<file path="config.mk">
export PLATFORM = sky130hd
export DESIGN_NAME = paef_store
export DESIGN_NICKNAME = d
export VERILOG_FILES = /design/src/hw/rtl/paef_pkg.sv /design/src/hw/rtl/paef_store.sv
export SDC_FILE = /design/constraint.sdc
export NUM_CORES = 2
export LEC_CHECK = 0
export CAP_MARGIN = 25
export CORE_UTILIZATION = 60
export CTS_BUF_LIST = sky130_fd_sc_hd__clkbuf_8
export DETAILED_ROUTE_END_ITERATION = 16
export DONT_BUFFER_PORTS = 1
export PLACE_DENSITY = 0.77
export SLEW_MARGIN = 20
export SYNTH_ARGS = -nofsm -noshare
export SYNTH_HDL_FRONTEND = slang
export SYNTH_SLANG_ARGS = --single-unit
</file>
<file path="constraint.sdc">
create_clock -name i_clk -period 3.3 [get_ports i_clk]
set_input_delay 0.495 -clock i_clk [delete_from_list [all_inputs] [get_ports i_clk]]
set_output_delay 0.495 -clock i_clk [all_outputs]
set_load 0.1 [all_outputs]
</file>
<file path="src/hw/rtl/paef_pkg.sv">
// ----------------------------------------------------------------------------
// paef_pkg
// Types and constants shared by the pre-alignment edit filter.
// ----------------------------------------------------------------------------
package paef_pkg;

    localparam int MAX_LEN_DEF   = 256;
    localparam int MAX_EDITS_DEF = 16;

    localparam int BASE_W  = 8;
    localparam int THR_W   = 5;
    localparam int EDITS_W = 5;

    localparam logic [THR_W-1:0] THR_RESET = THR_W'(2);

    typedef struct packed {
        logic [BASE_W-1:0] read_base;
        logic [BASE_W-1:0] ref_base;
        logic              last;
    } t_in;

    typedef struct packed {
        logic               accepted;
        logic [EDITS_W-1:0] edits_used;
        logic               overflow;
    } t_out;

    typedef struct packed {
        logic init;
        logic eval;
    } t_cell_ctl;

    typedef enum logic [2:0] {
        S_LOAD,
        S_FILL,
        S_RUN,
        S_NEXT,
        S_DONE
    } t_state;

endpackage

</file>
<file path="src/hw/rtl/paef_store.sv">
// ----------------------------------------------------------------------------
// paef_store
// Base store: one write port, one registered read port.
// ----------------------------------------------------------------------------
module paef_store
    import paef_pkg::*;
#(
    parameter int AW = 8
) (
    input  logic              i_clk,
    input  logic              i_we,
    input  logic [AW-1:0]     i_waddr,
    input  logic [BASE_W-1:0] i_wdata,
    input  logic [AW-1:0]     i_raddr,
    output logic [BASE_W-1:0] o_rdata
);

    logic [BASE_W-1:0] r_mem [2**AW];
    logic [BASE_W-1:0] r_rdata;

    always_ff @(posedge i_clk) begin
        if (i_we) begin
            r_mem[i_waddr] <= i_wdata;
        end
        r_rdata <= r_mem[i_raddr];
    end

    assign o_rdata = r_rdata;

endmodule

</file>
==> metrics <==
DRT Pass-1 Iters=6; RD Place Congestion=0.867; syn avg cell area=21.3 sq um; grt ovf=0; placed cell areas=82500 sq um; Synth Register Bits=2056; Worst-Skew Late Latency=1.03 ns; most frequent cell after synthesis=edfxtp_1; Port Buf Inserts=0; Crit Path Class=input pin to flop; min cycle time layout=3.16 ns; Synth cell types=55; first-pass GRT wire length=269000 microns; Site Rows=133; Final Cycle Share=0.957; CP arrival=4.02 ns; largest cells by area after synthesis=edfxtp_1 (77%), mux4_2 (13%), mux2i_1 (1.7%); Pwr Total=51.0 mW; Commonest cells post-synth=edfxtp_1 (2048), mux4_2 (454), nor2_1 (282); antenna violation net count after detailed routing=0; IO Count=34; ratio of cells with drive above 1 in the final layout=0.264; placed cells=5523; Post-synth EDFFs=2048; Least-Margin Pin Slew=1.63 ns; Primary FF master, synth=edfxtp_1; max_cap viols=0; Die Ht=366 microns; required time of the critical path=4.17 ns; Initial Util=0.605; largest net degree at the start of global routing=579; failing checks=hold timing, slew limit; Routed WL=187000 microns; syn_nets=3759; core footprint=131000 sq um; skew final=0.0700 ns; Max transition margin=-0.0887; CTS tree=built; initial DRC count=5506; H-tree Lvls=5; hpwl dp=102000 microns; Final Setup Violations=0; RSZ-0062 raised after global routing=false; # clock sinks=2056; hold crit path type=input pin to flop; f_max=317 MHz; initial antenna violation count=8; DRC=0; FF/Latch Area=61700 sq um; CTS root buffer=clkbuf_8; die area=134000 sq um; clock buffer depth=4; leakage=28.2 nW; peak supply drop=0.474 mV; Mapped Cells=3733; area of the multi-input gates=16500 sq um; synthesis-to-finish area growth=11.5%; final net count=4138; Final Instance Area=88700 sq um; Die Width=366 microns; via count=40541; FILL cells=7938; Crit Path Max Fanout=446; sequential area share after synthesis=0.775; Vias/cell=6.64; hold_ws=-0.399 ns; Yosys top cell area share=0.773; GRT Total Usage=0.279; pwr dens=575 nW/um^2; async set-or-reset flop fraction in the synthesized netlist=0; Syn. warnings=0; via count of the first global-routing pass=40455; area leader, netlist=edfxtp_1; count of non-filler cells in the finished layout=6108; element type at the critical path end=flop; Hold Violations, Final=1409; Worst setup SP type=input pin; Final Max Slew Viols=135; Num CTS Buffers=326; clock-pin slew on the worst setup and hold paths=0.06 ns; drt wl/cell=30.5 microns; status=complete, but fails checks; post-synthesis instance area=79600 sq um
-- critical path: stages --
cell and delay [ns]:
nand3b_1 0.86, o22ai_1 0.12, o21ai_0 0.35, nand3_1 0.15, dlygate4sd3_1 0.62, nor4_1 0.62
nor4_2 0.06
-- cells by family after synthesis --
kind of cell	Yosys count	synth area share
compound gates	385	0.0342
simple gates	466	0.0263
flops	2056	0.775
mux	591	0.146
buf+inv	235	0.0183
-- report_power, final --
part,leakage [nW],switching (mW),total (mW),internal (mW)
logic,6.32,1.03,1.94,0.911
registers,18.5,0.0588,28.9,28.8
clock network,3.42,9.58,20.2,10.7
-- layout by cell type, fill, tap and decap left out, drive strengths merged, types with 10 or more instances in the layout --
cell type	count
a211oi	16
a21oi	96
a221oi	14
a22oi	133
buf	270
bufinv	13
clkbuf	346
clkinv	107
dlygate4sd3	14
edfxtp	2048
inv	95
mux2i	134
mux4	456
nand2	33
nand3	34
nand4	10
nor2	282
nor2b	31
nor3	22
nor4	27
o211ai	10
o21ai	12
o221ai	47
o22ai	28
-- cell type report --
cell class	count	share of cell area
antenna	5	0.000141
inverter	2	0.0000846
multi-input combinational	1442	0.186
clock buffer	346	0.0537
clock inverter	218	0.0139
sequential	2056	0.695
timing repair buffer	284	0.0266
tap	1755	0.0247
-- path summary, 6_finish.rpt --
check / start / to / slack [ns] / cells after the start
worst max register to register: r_mem[24][5] / o_rdata[5] / 0.52 / 6
worst max-delay path: i_raddr[1] / o_rdata[0] / 0.14 / 7
worst min-delay path: i_wdata[2] / r_mem[70][2] / -0.40 / 0
worst min register to register: r_mem[38][0] / o_rdata[0] / 1.02 / 5
-- registers in the layout, indices dropped and copies added (netlist names) --
register / count
o_rdata: 8
r_mem: 2048
-- timing repair --
item / in CTS / in global routing
setup buffers: 0 / 0
gates resized for setup: 0 / 0
endpoints found under the hold margin: 2191 / 2029
hold buffers: 13 / 3
-- stage by stage --
step	util	TNS [ns]	worst slack [ns]
after CTS	0.674	0	0.629
after detailed placement	0.628	-0.0915	-0.0705
after global placement	0.627	-0.0590	-0.0580
final	0.675	0	0.142
after floorplan	-	0	0.867
after global routing	0.675	0	0.465
-- layer usage --
| metal | global-route usage | up-vias | wire (microns) |
|---|---|---|---|
| li1 | - | 16484 | - |
| met1 | 0.378 | 20904 | 67500 |
| met2 | 0.422 | 2692 | 88000 |
| met3 | 0.0925 | 453 | 23700 |
| met4 | 0.113 | 8 | 7260 |
| met5 | 0 | - | 44 |
Note: power is estimated with default switching activity, not from simulation.
