==> config.mk <==
export PLATFORM = sky130hd
export DESIGN_NAME = paef_cell
export DESIGN_NICKNAME = d
export VERILOG_FILES = /design/src/hw/rtl/paef_pkg.sv /design/src/hw/rtl/paef_cell.sv
export SDC_FILE = /design/constraint.sdc
export NUM_CORES = 1
export LEC_CHECK = 0
export BUFFER_PORTS_ARGS = -buffer_cell sky130_fd_sc_hd__buf_4
export CORE_MARGIN = 3
export CORE_UTILIZATION = 35
export DETAILED_ROUTE_END_ITERATION = 10
export PLACE_DENSITY_LB_ADDON = 0.08
export SETUP_SLACK_MARGIN = 0.1
export SYNTH_ARGS = -nofsm -noshare
export SYNTH_HDL_FRONTEND = slang
export SYNTH_SLANG_ARGS = --single-unit
==> constraint.sdc <==
create_clock -name i_clk -period 2.7 [get_ports i_clk]
set_clock_uncertainty 0.2 [all_clocks]
set_input_delay 0.405 -clock i_clk [delete_from_list [all_inputs] [get_ports i_clk]]
set_output_delay 0.405 -clock i_clk [all_outputs]
set_load 0.1 [all_outputs]
==> src/hw/rtl/paef_pkg.sv <==
// ----------------------------------------------------------------------------
// paef_pkg
// Types and constants shared by the pre-alignment edit filter.
// ----------------------------------------------------------------------------
package paef_pkg;

    localparam int MAX_LEN_DEF   = 256;
    localparam int MAX_EDITS_DEF = 16;

    localparam int BASE_W  = 8;
    localparam int THR_W   = 5;
    localparam int EDITS_W = 5;

    localparam logic [THR_W-1:0] THR_RESET = THR_W'(2);

    typedef struct packed {
        logic [BASE_W-1:0] read_base;
        logic [BASE_W-1:0] ref_base;
        logic              last;
    } t_in;

    typedef struct packed {
        logic               accepted;
        logic [EDITS_W-1:0] edits_used;
        logic               overflow;
    } t_out;

    typedef struct packed {
        logic init;
        logic eval;
    } t_cell_ctl;

    typedef enum logic [2:0] {
        S_LOAD,
        S_FILL,
        S_RUN,
        S_NEXT,
        S_DONE
    } t_state;

endpackage

==> src/hw/rtl/paef_cell.sv <==
// ----------------------------------------------------------------------------
// paef_cell
// One diagonal of the filter: holds a read tap of the window and whether
// the run on its diagonal is still going.
// ----------------------------------------------------------------------------
module paef_cell
    import paef_pkg::*;
#(
    parameter int PW    = 11,
    parameter int EW    = 5,
    parameter int SHIFT = 0
) (
    input  logic                 i_clk,
    input  logic                 i_rst_n,
    input  t_cell_ctl            i_ctl,
    input  logic [EW-1:0]        i_e,
    input  logic signed [PW-1:0] i_j,
    input  logic signed [PW-1:0] i_n,
    input  logic [BASE_W-1:0]    i_base,
    input  logic [BASE_W-1:0]    i_ref,
    output logic [BASE_W-1:0]    o_base,
    output logic                 o_alive_n
);

    localparam int ABS = (SHIFT < 0) ? -SHIFT : SHIFT;
    localparam logic [EW-1:0] ABS_E = EW'(ABS);
    localparam logic signed [PW-1:0] SHIFT_P = PW'(SHIFT);

    logic [BASE_W-1:0]    r_base;
    logic                 r_alive;
    logic signed [PW-1:0] idx;
    logic                 in_range;

    always_comb begin
        idx       = i_j + SHIFT_P;
        in_range  = (idx >= 0) && (idx < i_n);
        o_alive_n = r_alive && in_range && (r_base == i_ref);
    end

    always_ff @(posedge i_clk) begin
        r_base <= i_base;
    end

    always_ff @(posedge i_clk) begin
        if (!i_rst_n) begin
            r_alive <= 1'b0;
        end else if (i_ctl.init) begin
            r_alive <= (ABS_E <= i_e);
        end else if (i_ctl.eval) begin
            r_alive <= o_alive_n;
        end
    end

    assign o_base = r_base;

endmodule

==> qor.csv, run 1 <==
stage;metric;value;unit
run_status;outcome;finished, final reports clean;
hold_path;hold path endpoint;o_base[4];
logic_synthesis;post-synthesis cell count;67;
sta;Final min period;2.55;ns
logic_synthesis;flops & latches, synth;9;
detailed_routing;DR top layer;met4;
sta;Max transition margin;0.820;
global_route;GRT Total Usage;0.154;
logic_synthesis;Synth area leaders;dfxtp_1 (31%), ha_1 (21%), xnor2_1 (12%), inv_1 (7.1%), a21oi_1 (4.3%);
place;DP HPWL;1400;um
sta;crit share post-route;0.946;
worst_setup_path;worst r2r src;o_base[0];
sta;setup total negative slack;0;ns
place;GPL Wtd Cong;0.690;
logic_synthesis;number of synthesized flops with an enable pin;0;
logic_synthesis;top cells by count, synth;inv_1 (11), ha_1 (10), dfxtp_1 (9), xnor2_1 (8), nand2_1 (6);
die;initial core utilization;0.378;
pwr;Cell Pwr Density;381;nW/um2
die;DIE HEIGHT;46.8;um
die;Ports;56;
worst_setup_path;reg2reg path depth;5;
clock_network;clk buf depth;2;
detailed_routing;initial DRC count;4;
worst_setup_path;CP endpoint kind;primary output;
sta;Final Max Tran Viols;0;
worst_setup_path;Crit path arrival time;1.95;ns
place;Placement Setup Slack;0.0903;ns
sta;# setup viols final;0;
hold_path;hold path start;i_base[4];
clock_network;worst-skew pair later-pin latency;0.26;ns
sta;endpoints failing hold;0;
die;# rows;14;
worst_setup_path;critical path required time;2.10;ns
sta;RSZ-0062 raised after global routing;yes;
detailed_routing;vias;654;
global_route;vias in the first global route;681;
sta;Worst Tran Pin Value;0.267;ns
sta;Peak Freq;0.391;GHz
clock_network;cts hold-fix bufs;0;
logic_synthesis;Ys Warns;0;
finish;area delta synth->final;92.3;%
worst_setup_path;R2R setup slack;0.85;ns
logic_synthesis;synthesized area per cell;8.70;um2
detailed_routing;DRC errors left;0;
detailed_routing;routed len/inst;10.9;um
pwr;Tot Pwr;0.427;mW
logic_synthesis;Syn Nets;124;
detailed_routing;First-pass DRT Iterations;2;
place;port buffer count;50;
logic_synthesis;Netlist Area Pre-Place;583;um2
worst_setup_path;crit path kind;primary input to primary output;
global_route;largest net degree at the start of global routing;7;
global_route;GRT Residual Overflow;0;
logic_synthesis;Top FF cell, synth;dfxtp_1;
logic_synthesis;Yosys top cell area share;0.309;
hold_path;Hold Path Stages;1;
detailed_routing;WL final;1490;um
pwr;maximum vdd drop;0.000312;V
place;Area after DPL;1090;um2
flow_run;Max Cap Viol;0;
worst_setup_path;worst r2r dst;r_alive;
die;full die area;2190;um2
global_route;first-pass GRT wire length;2370;um
logic_synthesis;synth unique cells;19;
place;dpl cells;133;
die;chip width;46.8;um
clock_network;CTS Buf Count;3;
pwr;LEAKAGE;0.537;nW
logic_synthesis;post-synth top area cell;dfxtp_1;
die;core box area;1540;um2
clock_network;Clock Root Buffer;clkbuf_4;
finish;layout cells sized above 1;0.636;
detailed_routing;post-detailed-route count of antenna-violating nets;0;
finish;NumNets Final;179;
clock_network;TritonCTS Sinks;9;
sta;Final WS setup;0.146;ns
global_route;initial antenna violation count;0;
clock_network;H-tree depth;1;
logic_synthesis;most frequent cell after synthesis;inv_1;
logic_synthesis;ys async rst share;0;
finish;Final Util;0.727;
finish;Antenna diodes;0;
worst_setup_path;CP Launch Type;primary input;
clock_network;clock slew at reported path FFs;0.06;ns
logic_synthesis;register area share after synthesis;0.309;
hold_path;Min-Delay Path Class;primary input to flop;
detailed_routing;M1 wire length;485;um
clock_network;CTS tree;done;
worst_setup_path;Worst Path Max Fanout;6;
detailed_routing;metal2 WL;821;um
detailed_routing;DR vias/cell;4.77;
sta;Hold WS;0.0443;ns
detailed_routing;WL met3;164;um
finish;final cell count without fillers;137;
finish;fin area;1120;um2
[final cells by class]
type	instances	area, um2
fill	126	420
tap	16	20.0
clock buffer	4	26.3
inverter	11	58.8
sequential	9	190
multi-input combinational	47	447
timing repair buffer	50	379
[cells by family (layout without fill, tap and decap cells)]
logic type / count (synthesis) / in the layout / share of synthesized area
buf+inv: 11 / 65 / 0.0708
compound gates: 10 / 10 / 0.103
simple gates: 18 / 18 / 0.167
xor+xnor: 9 / 9 / 0.135
fa+ha+maj: 10 / 10 / 0.215
flops: 9 / 9 / 0.309
[layer usage]
| layer | up-vias | GRT usage |
|---|---|---|
| met2 | 31 | 0.314 |
| met1 | 283 | 0.134 |
| met3 | 2 | 0.0421 |
| met4 | 0 | 0.0663 |
| met5 | - | 0 |
| li1 | 338 | - |
[repair_timing]
item,CTS,global route
hold endpoints to repair,0,0
setup endpoints to repair,1,1
buffers inserted,0,0
gates resized for setup,1,0
[registers in the layout, indices dropped and copies added, names as in the netlist]
name	cells
o_base	8
r_alive	1
[placed cells by master (no fill, tap or decap), drive strengths merged, types with 2 or more instances in the layout]
cell type / netlist / routed
a21oi: 5 / 5
buf: 0 / 50
clkbuf: 0 / 4
dfxtp: 9 / 9
ha: 10 / 10
inv: 11 / 11
nand2: 6 / 6
nand3: 2 / 2
nand4: 2 / 2
nor3: 2 / 2
nor4: 2 / 2
o21ai: 2 / 2
xnor2: 8 / 8
[power breakdown]
group	internal, mW	switching (mW)	total (mW)
sequential	0.142	0.00462	0.146
clock	0.0569	0.0457	0.103
combinational	0.0802	0.0975	0.178
total	0.279	0.148	0.427
[how the worst max path moves through the flow]
stage | startpoint | to | cells after the start
2_1_floorplan | i_n[10] | o_alive_n | 7
3_3_place_gp | i_n[10] | o_alive_n | 9
3_5_place_dp | i_n[10] | o_alive_n | 9
4_1_cts | i_n[10] | o_alive_n | 9
5_1_grt | i_n[10] | o_alive_n | 9
6_report | i_n[10] | o_alive_n | 9
[critical path, stage by stage]
cell and delay (ns):
buf_4 0.13, inv_12 0.03, ha_4 0.28, nand4_1 0.18, o221ai_2 0.23, a211oi_2 0.07
xor2_1 0.20, nor4_4 0.17, buf_6 0.26
(Power assumes the default switching activity.)
==> inputs of run 2 (changes only) <==
Settings changed: ABC_AREA set to 1, CORE_UTILIZATION 35 to 37.
==> qor.csv, run 2 <==
stage;metric;value;unit
clock_network;Clock Root Buffer;clkbuf_4;
logic_synthesis;Top FF cell, synth;dfxtp_1;
clock_network;CTS Buf Count;3;
pwr;LEAKAGE;0.653;nW
logic_synthesis;register area share after synthesis;0.278;
detailed_routing;post-detailed-route count of antenna-violating nets;0;
detailed_routing;vias;739;
logic_synthesis;Netlist Area Pre-Place;648;um2
worst_setup_path;cell family with most CP delay;simple AND/OR/NAND/NOR gates;
hold_path;Hold Path Stages;1;
worst_setup_path;CP Cell Sequence;buf_4 > ha_1 > a21o_1 > nor2_1 > nand3_1 > nand2_1 > and3_2 > buf_4;
sta;setup total negative slack;0;ns
worst_setup_path;R2R setup slack;1.41;ns
finish;Antenna diodes;0;
global_route;GRT Total Usage;0.149;
global_route;first-pass GRT wire length;2370;um
hold_path;hold path start;i_base[6];
worst_setup_path;Crit path arrival time;1.83;ns
clock_network;cts hold-fix bufs;0;
detailed_routing;routed len/inst;8.95;um
detailed_routing;DR vias/cell;4.45;
finish;most frequent cells in the layout;buf_4 (50), inv_1 (24), nand2_1 (21);
flow_run;Max Cap Viol;0;
worst_setup_path;Worst Path Max Fanout;4;
clock_network;post-CTS setup buffers;0;
logic_synthesis;top cells by count, synth;inv_1 (24), nand2_1 (21), ha_1 (10), nor2_1 (10), dfxtp_1 (9);
sta;Max transition margin;0.814;
sta;crit share post-route;0.902;
global_route;largest net degree at the start of global routing;6;
detailed_routing;First-pass DRT Iterations;2;
sta;# setup viols final;0;
pwr;maximum vdd drop;0.000278;V
logic_synthesis;number of synthesized flops with an enable pin;0;
finish;commonest non-fill, non-tap cell in the layout;buf_4;
logic_synthesis;Synth area leaders;dfxtp_1 (28%), ha_1 (19%), inv_1 (14%), nand2_1 (12%), nor2_1 (5.8%);
sta;endpoints failing hold;0;
sta;RSZ-0062 raised after global routing;no;
die;DIE HEIGHT;47.9;um
pwr;Cell Pwr Density;375;nW/um2
die;full die area;2290;um2
logic_synthesis;Ys Warns;0;
hold_path;hold path endpoint;o_base[6];
logic_synthesis;post-synthesis cell count;96;
detailed_routing;WL final;1490;um
place;GPL Wtd Cong;0.674;
worst_setup_path;worst r2r src;o_base[0];
finish;NumNets Final;208;
run_status;outcome;finished, final reports clean;
worst_setup_path;crit path kind;primary input to primary output;
die;core box area;1580;um2
worst_setup_path;peak per-stage delay on the critical path;0.34;ns
worst_setup_path;critical path required time;2.10;ns
global_route;GRT Residual Overflow;0;
clock_network;clock slew at reported path FFs;0.06;ns
clock_network;H-tree depth;1;
hold_path;Min-Delay Path Class;primary input to flop;
sta;Hold WS;0.0545;ns
die;# rows;14;
detailed_routing;initial DRC count;2;
worst_setup_path;Top cell by count, worst path;buf_4;
finish;max reg flops;8;
global_route;vias in the first global route;679;
clock_network;CTS tree;done;
global_route;initial antenna violation count;0;
worst_setup_path;reg2reg path depth;8;
logic_synthesis;synth unique cells;17;
worst_setup_path;Buf/Inv on CP;2;
worst_setup_path;CP Launch Type;primary input;
logic_synthesis;flops & latches, synth;9;
worst_setup_path;CP max-delay cell;ha_1;
logic_synthesis;post-synth top area cell;dfxtp_1;
die;initial core utilization;0.411;
sta;Peak Freq;0.411;GHz
finish;layout cells sized above 1;0.387;
clock_network;clk buf depth;2;
worst_setup_path;CP endpoint kind;primary output;
detailed_routing;DRC errors left;0;
place;DP HPWL;1370;um
sta;Final Max Tran Viols;0;
logic_synthesis;Yosys top cell area share;0.278;
worst_setup_path;worst r2r dst;r_alive;
die;chip width;47.9;um
sta;Final min period;2.43;ns
logic_synthesis;Syn Nets;153;
logic_synthesis;synthesized area per cell;6.75;um2
place;port buffer count;50;
sta;Worst Tran Pin Value;0.282;ns
clock_network;TritonCTS Sinks;9;
finish;area delta synth->final;65.1;%
logic_synthesis;ys async rst share;0;
logic_synthesis;most frequent cell after synthesis;inv_1;
clock_network;post_cts resized;0;
die;Ports;56;
clock_network;worst-skew pair later-pin latency;0.25;ns
[run 2: how the worst max path moves through the flow]
stage	from	end	slack, ns	cells after the start
6_report	i_j[10]	o_alive_n	0.27	8
5_1_grt	i_j[10]	o_alive_n	0.18	8
4_1_cts	i_j[10]	o_alive_n	0.25	8
3_5_place_dp	i_j[10]	o_alive_n	0.25	8
3_3_place_gp	i_j[10]	o_alive_n	0.27	8
2_1_floorplan	o_base[0]	o_alive_n	0.12	7
[run 2: through the flow]
step / worst slack [ns] / power (mW) / instance area [um2] / utilization / cells
2_1_floorplan: 0.120 / 0.243 / 648 / - / 96
3_3_place_gp: 0.266 / 0.304 / 1040 / 0.662 / 162
3_5_place_dp: 0.252 / 0.309 / 1040 / 0.662 / 162
4_1_cts: 0.252 / 0.409 / 1070 / 0.679 / 166
5_1_grt: 0.181 / 0.435 / 1070 / 0.679 / 166
6_report: 0.265 / 0.401 / 1070 / 0.679 / 166
[run 2: where the power goes]
group	internal [mW]	switching [mW]
combinational	0.0702	0.0888
clock	0.0565	0.0405
sequential	0.140	0.00444
[run 2: layer usage]
layer | GRT usage | share of wire | wire, um
met5 | 0 | 0 | 0
met4 | 0.0968 | 0.021 | 31
met3 | 0.0301 | 0.080 | 119
met2 | 0.290 | 0.55 | 811
met1 | 0.134 | 0.35 | 524
[run 2: area by class of cell]
cell class                 count  area [um2]
fill                         145         507
timing repair buffer          50         375
inverter                      24        90.1
tap                           16        20.0
sequential                     9         180
multi-input combinational     63         378
clock buffer                   4        26.3
[run 2: cell families (layout without fill, tap and decap cells)]
kind of cell | count (synthesis) | in the layout | share of synthesized area
flip-flops | 9 | 9 | 0.278
adder cells (fa/ha/maj) | 10 | 10 | 0.193
buffers and inverters | 24 | 78 | 0.139
AO/OA/AOI/OAI | 8 | 8 | 0.0656
AND/OR/NAND/NOR | 43 | 43 | 0.297
XOR/XNOR | 2 | 2 | 0.0270
[run 2: worst register-to-register path, stage by stage (launching register included)]
cell and delay (ns):
dfxtp_1 0.35, inv_1 0.05, nand2_1 0.04, o21ai_0 0.07, nor2_1 0.09, nand3_1 0.08, nor2_1 0.11, nand4_1 0.10
a21oi_1 0.13
==> inputs of run 3 (changes only) <==
Settings changed: ABC_AREA 1 to unset, CORE_UTILIZATION 37 to 35, HOLD_SLACK_MARGIN set to 0.12, REMOVE_ABC_BUFFERS set to 1.
==> qor.csv, run 3 (synthesis gave the netlist of run 1 again) <==
stage;metric;value;unit
worst_setup_path;CP endpoint kind;primary output;
pwr;Tot Pwr;0.425;mW
place;Placement Setup Slack;-0.109;ns
sta;Final min period;2.57;ns
pwr;maximum vdd drop;0.000367;V
detailed_routing;WL final;1510;um
die;core box area;1540;um2
sta;# setup viols final;0;
worst_setup_path;CP Cell Sequence;buf_4 > ha_1 > a21oi_1 > o21ai_0 > a211oi_2 > xor2_1 > nor4_1 > buf_4;
sta;RSZ-0062 raised after global routing;yes;
detailed_routing;vias;677;
hold_path;Min-Delay Path Class;primary input to flop;
finish;max reg flops;8;
global_route;GRT Residual Overflow;0;
sta;crit share post-route;0.951;
sta;Worst Tran Pin Value;0.262;ns
die;Ports;56;
die;initial core utilization;0.378;
clock_network;post-CTS setup buffers;0;
place;DP HPWL;1220;um
finish;area delta synth->final;94.4;%
global_route;largest net degree at the start of global routing;6;
finish;commonest non-fill, non-tap cell in the layout;buf_4;
place;port buffer count;50;
global_route;initial antenna violation count;0;
detailed_routing;DR vias/cell;4.61;
finish;Final Util;0.735;
sta;Peak Freq;0.389;GHz
die;chip width;46.8;um
sta;Final Max Tran Viols;0;
pwr;Cell Pwr Density;375;nW/um2
die;full die area;2190;um2
detailed_routing;routed len/inst;10.3;um
worst_setup_path;Top cell by count, worst path;buf_4;
worst_setup_path;peak per-stage delay on the critical path;0.34;ns
pwr;LEAKAGE;0.572;nW
clock_network;CTS Buf Count;3;
place;GPL Wtd Cong;0.686;
worst_setup_path;critical path required time;2.10;ns
finish;NumNets Final;189;
clock_network;clock slew at reported path FFs;0.06;ns
detailed_routing;DRC errors left;0;
clock_network;TritonCTS Sinks;9;
clock_network;clk buf depth;2;
clock_network;H-tree depth;1;
detailed_routing;First-pass DRT Iterations;4;
finish;Antenna diodes;0;
finish;layout cells sized above 1;0.466;
die;DIE HEIGHT;46.8;um
worst_setup_path;Worst Path Max Fanout;2;
worst_setup_path;CP Launch Type;primary input;
worst_setup_path;CP max-delay cell;buf_4;
sta;Final WS setup;0.131;ns
global_route;GRT Total Usage;0.136;
sta;Max transition margin;0.823;
clock_network;Clock Root Buffer;clkbuf_4;
worst_setup_path;Crit path arrival time;1.96;ns
detailed_routing;post-detailed-route count of antenna-violating nets;0;
detailed_routing;initial DRC count;6;
clock_network;CTS tree;done;
finish;most frequent cells in the layout;buf_4 (52), inv_1 (11), ha_1 (9), dfxtp_1 (9);
global_route;first-pass GRT wire length;2100;um
sta;endpoints failing hold;0;
run_status;outcome;finished, final reports clean;
global_route;vias in the first global route;543;
clock_network;worst-skew pair later-pin latency;0.26;ns
die;# rows;14;
worst_setup_path;crit path kind;primary input to primary output;
flow_run;Max Cap Viol;0;
sta;Hold WS;0.198;ns
run 3: changes by cell type in the layout (fill, tap and decap cells not counted), sizes merged, moves of 2 or more:
cell         before  now
inv              24   11
xnor2             2    8
nand3             4    2
buf              50   52
nor4              0    2
nor2             11    0
nand2            23    6
dlygate4sd3       0    8
run 3: through the flow:
stage          TNS [ns]  instances  area, um2
2_1_floorplan     -2.33         67        583
3_3_place_gp     -0.123        135        993
3_5_place_dp     -0.109        135        993
4_1_cts               0        147       1130
5_1_grt               0        147       1130
6_report              0        147       1130
run 3: worst max-delay path: cells and delay by family:
family	cells	cell delay (ns)
AO/OA/AOI/OAI	3	0.53
XOR/XNOR	1	0.10
adder cells (fa/ha/maj)	1	0.29
buffers and inverters	2	0.45
AND/OR/NAND/NOR	1	0.18
run 3: final cells by class:
type	count	area [um2]
Fill cell	119	408
Tap cell	16	20.0
Inverter	11	41.3
Timing Repair Buffer	60	470
Multi-Input combinational cell	47	395
Clock buffer	4	26.3
Sequential cell	9	180
run 3: path summary, 6_finish.rpt:
check,cells after the start,startpoint,slack (ns),to
setup reg to reg,5,o_base[2],0.92,r_alive
hold / removal,3,i_ctl[1],0.20,r_alive
hold reg to reg,3,r_alive,0.47,r_alive
setup / recovery,8,i_j[2],0.13,o_alive_n
run 3: per-layer routing:
metal / GRT usage / vias up / share of wire
li1: - / 359 / -
met1: 0.157 / 287 / 0.38
met2: 0.225 / 29 / 0.50
met3: 0.0575 / 2 / 0.11
met4: 0.0497 / 0 / 0.0053
met5: 0 / - / 0
run 3: repair_timing:
item	CTS	global route
endpoints found under the setup margin	1	1
hold buffers	8	0
hold endpoints to repair	8	0
pin swaps	6	0
gates resized for setup	5	0
run 3: where the power goes:
group	internal, mW	switching, mW	leakage (nW)
clock network	0.0570	0.0474	0.0150
registers	0.140	0.00485	0.0759
logic	0.0852	0.0905	0.481
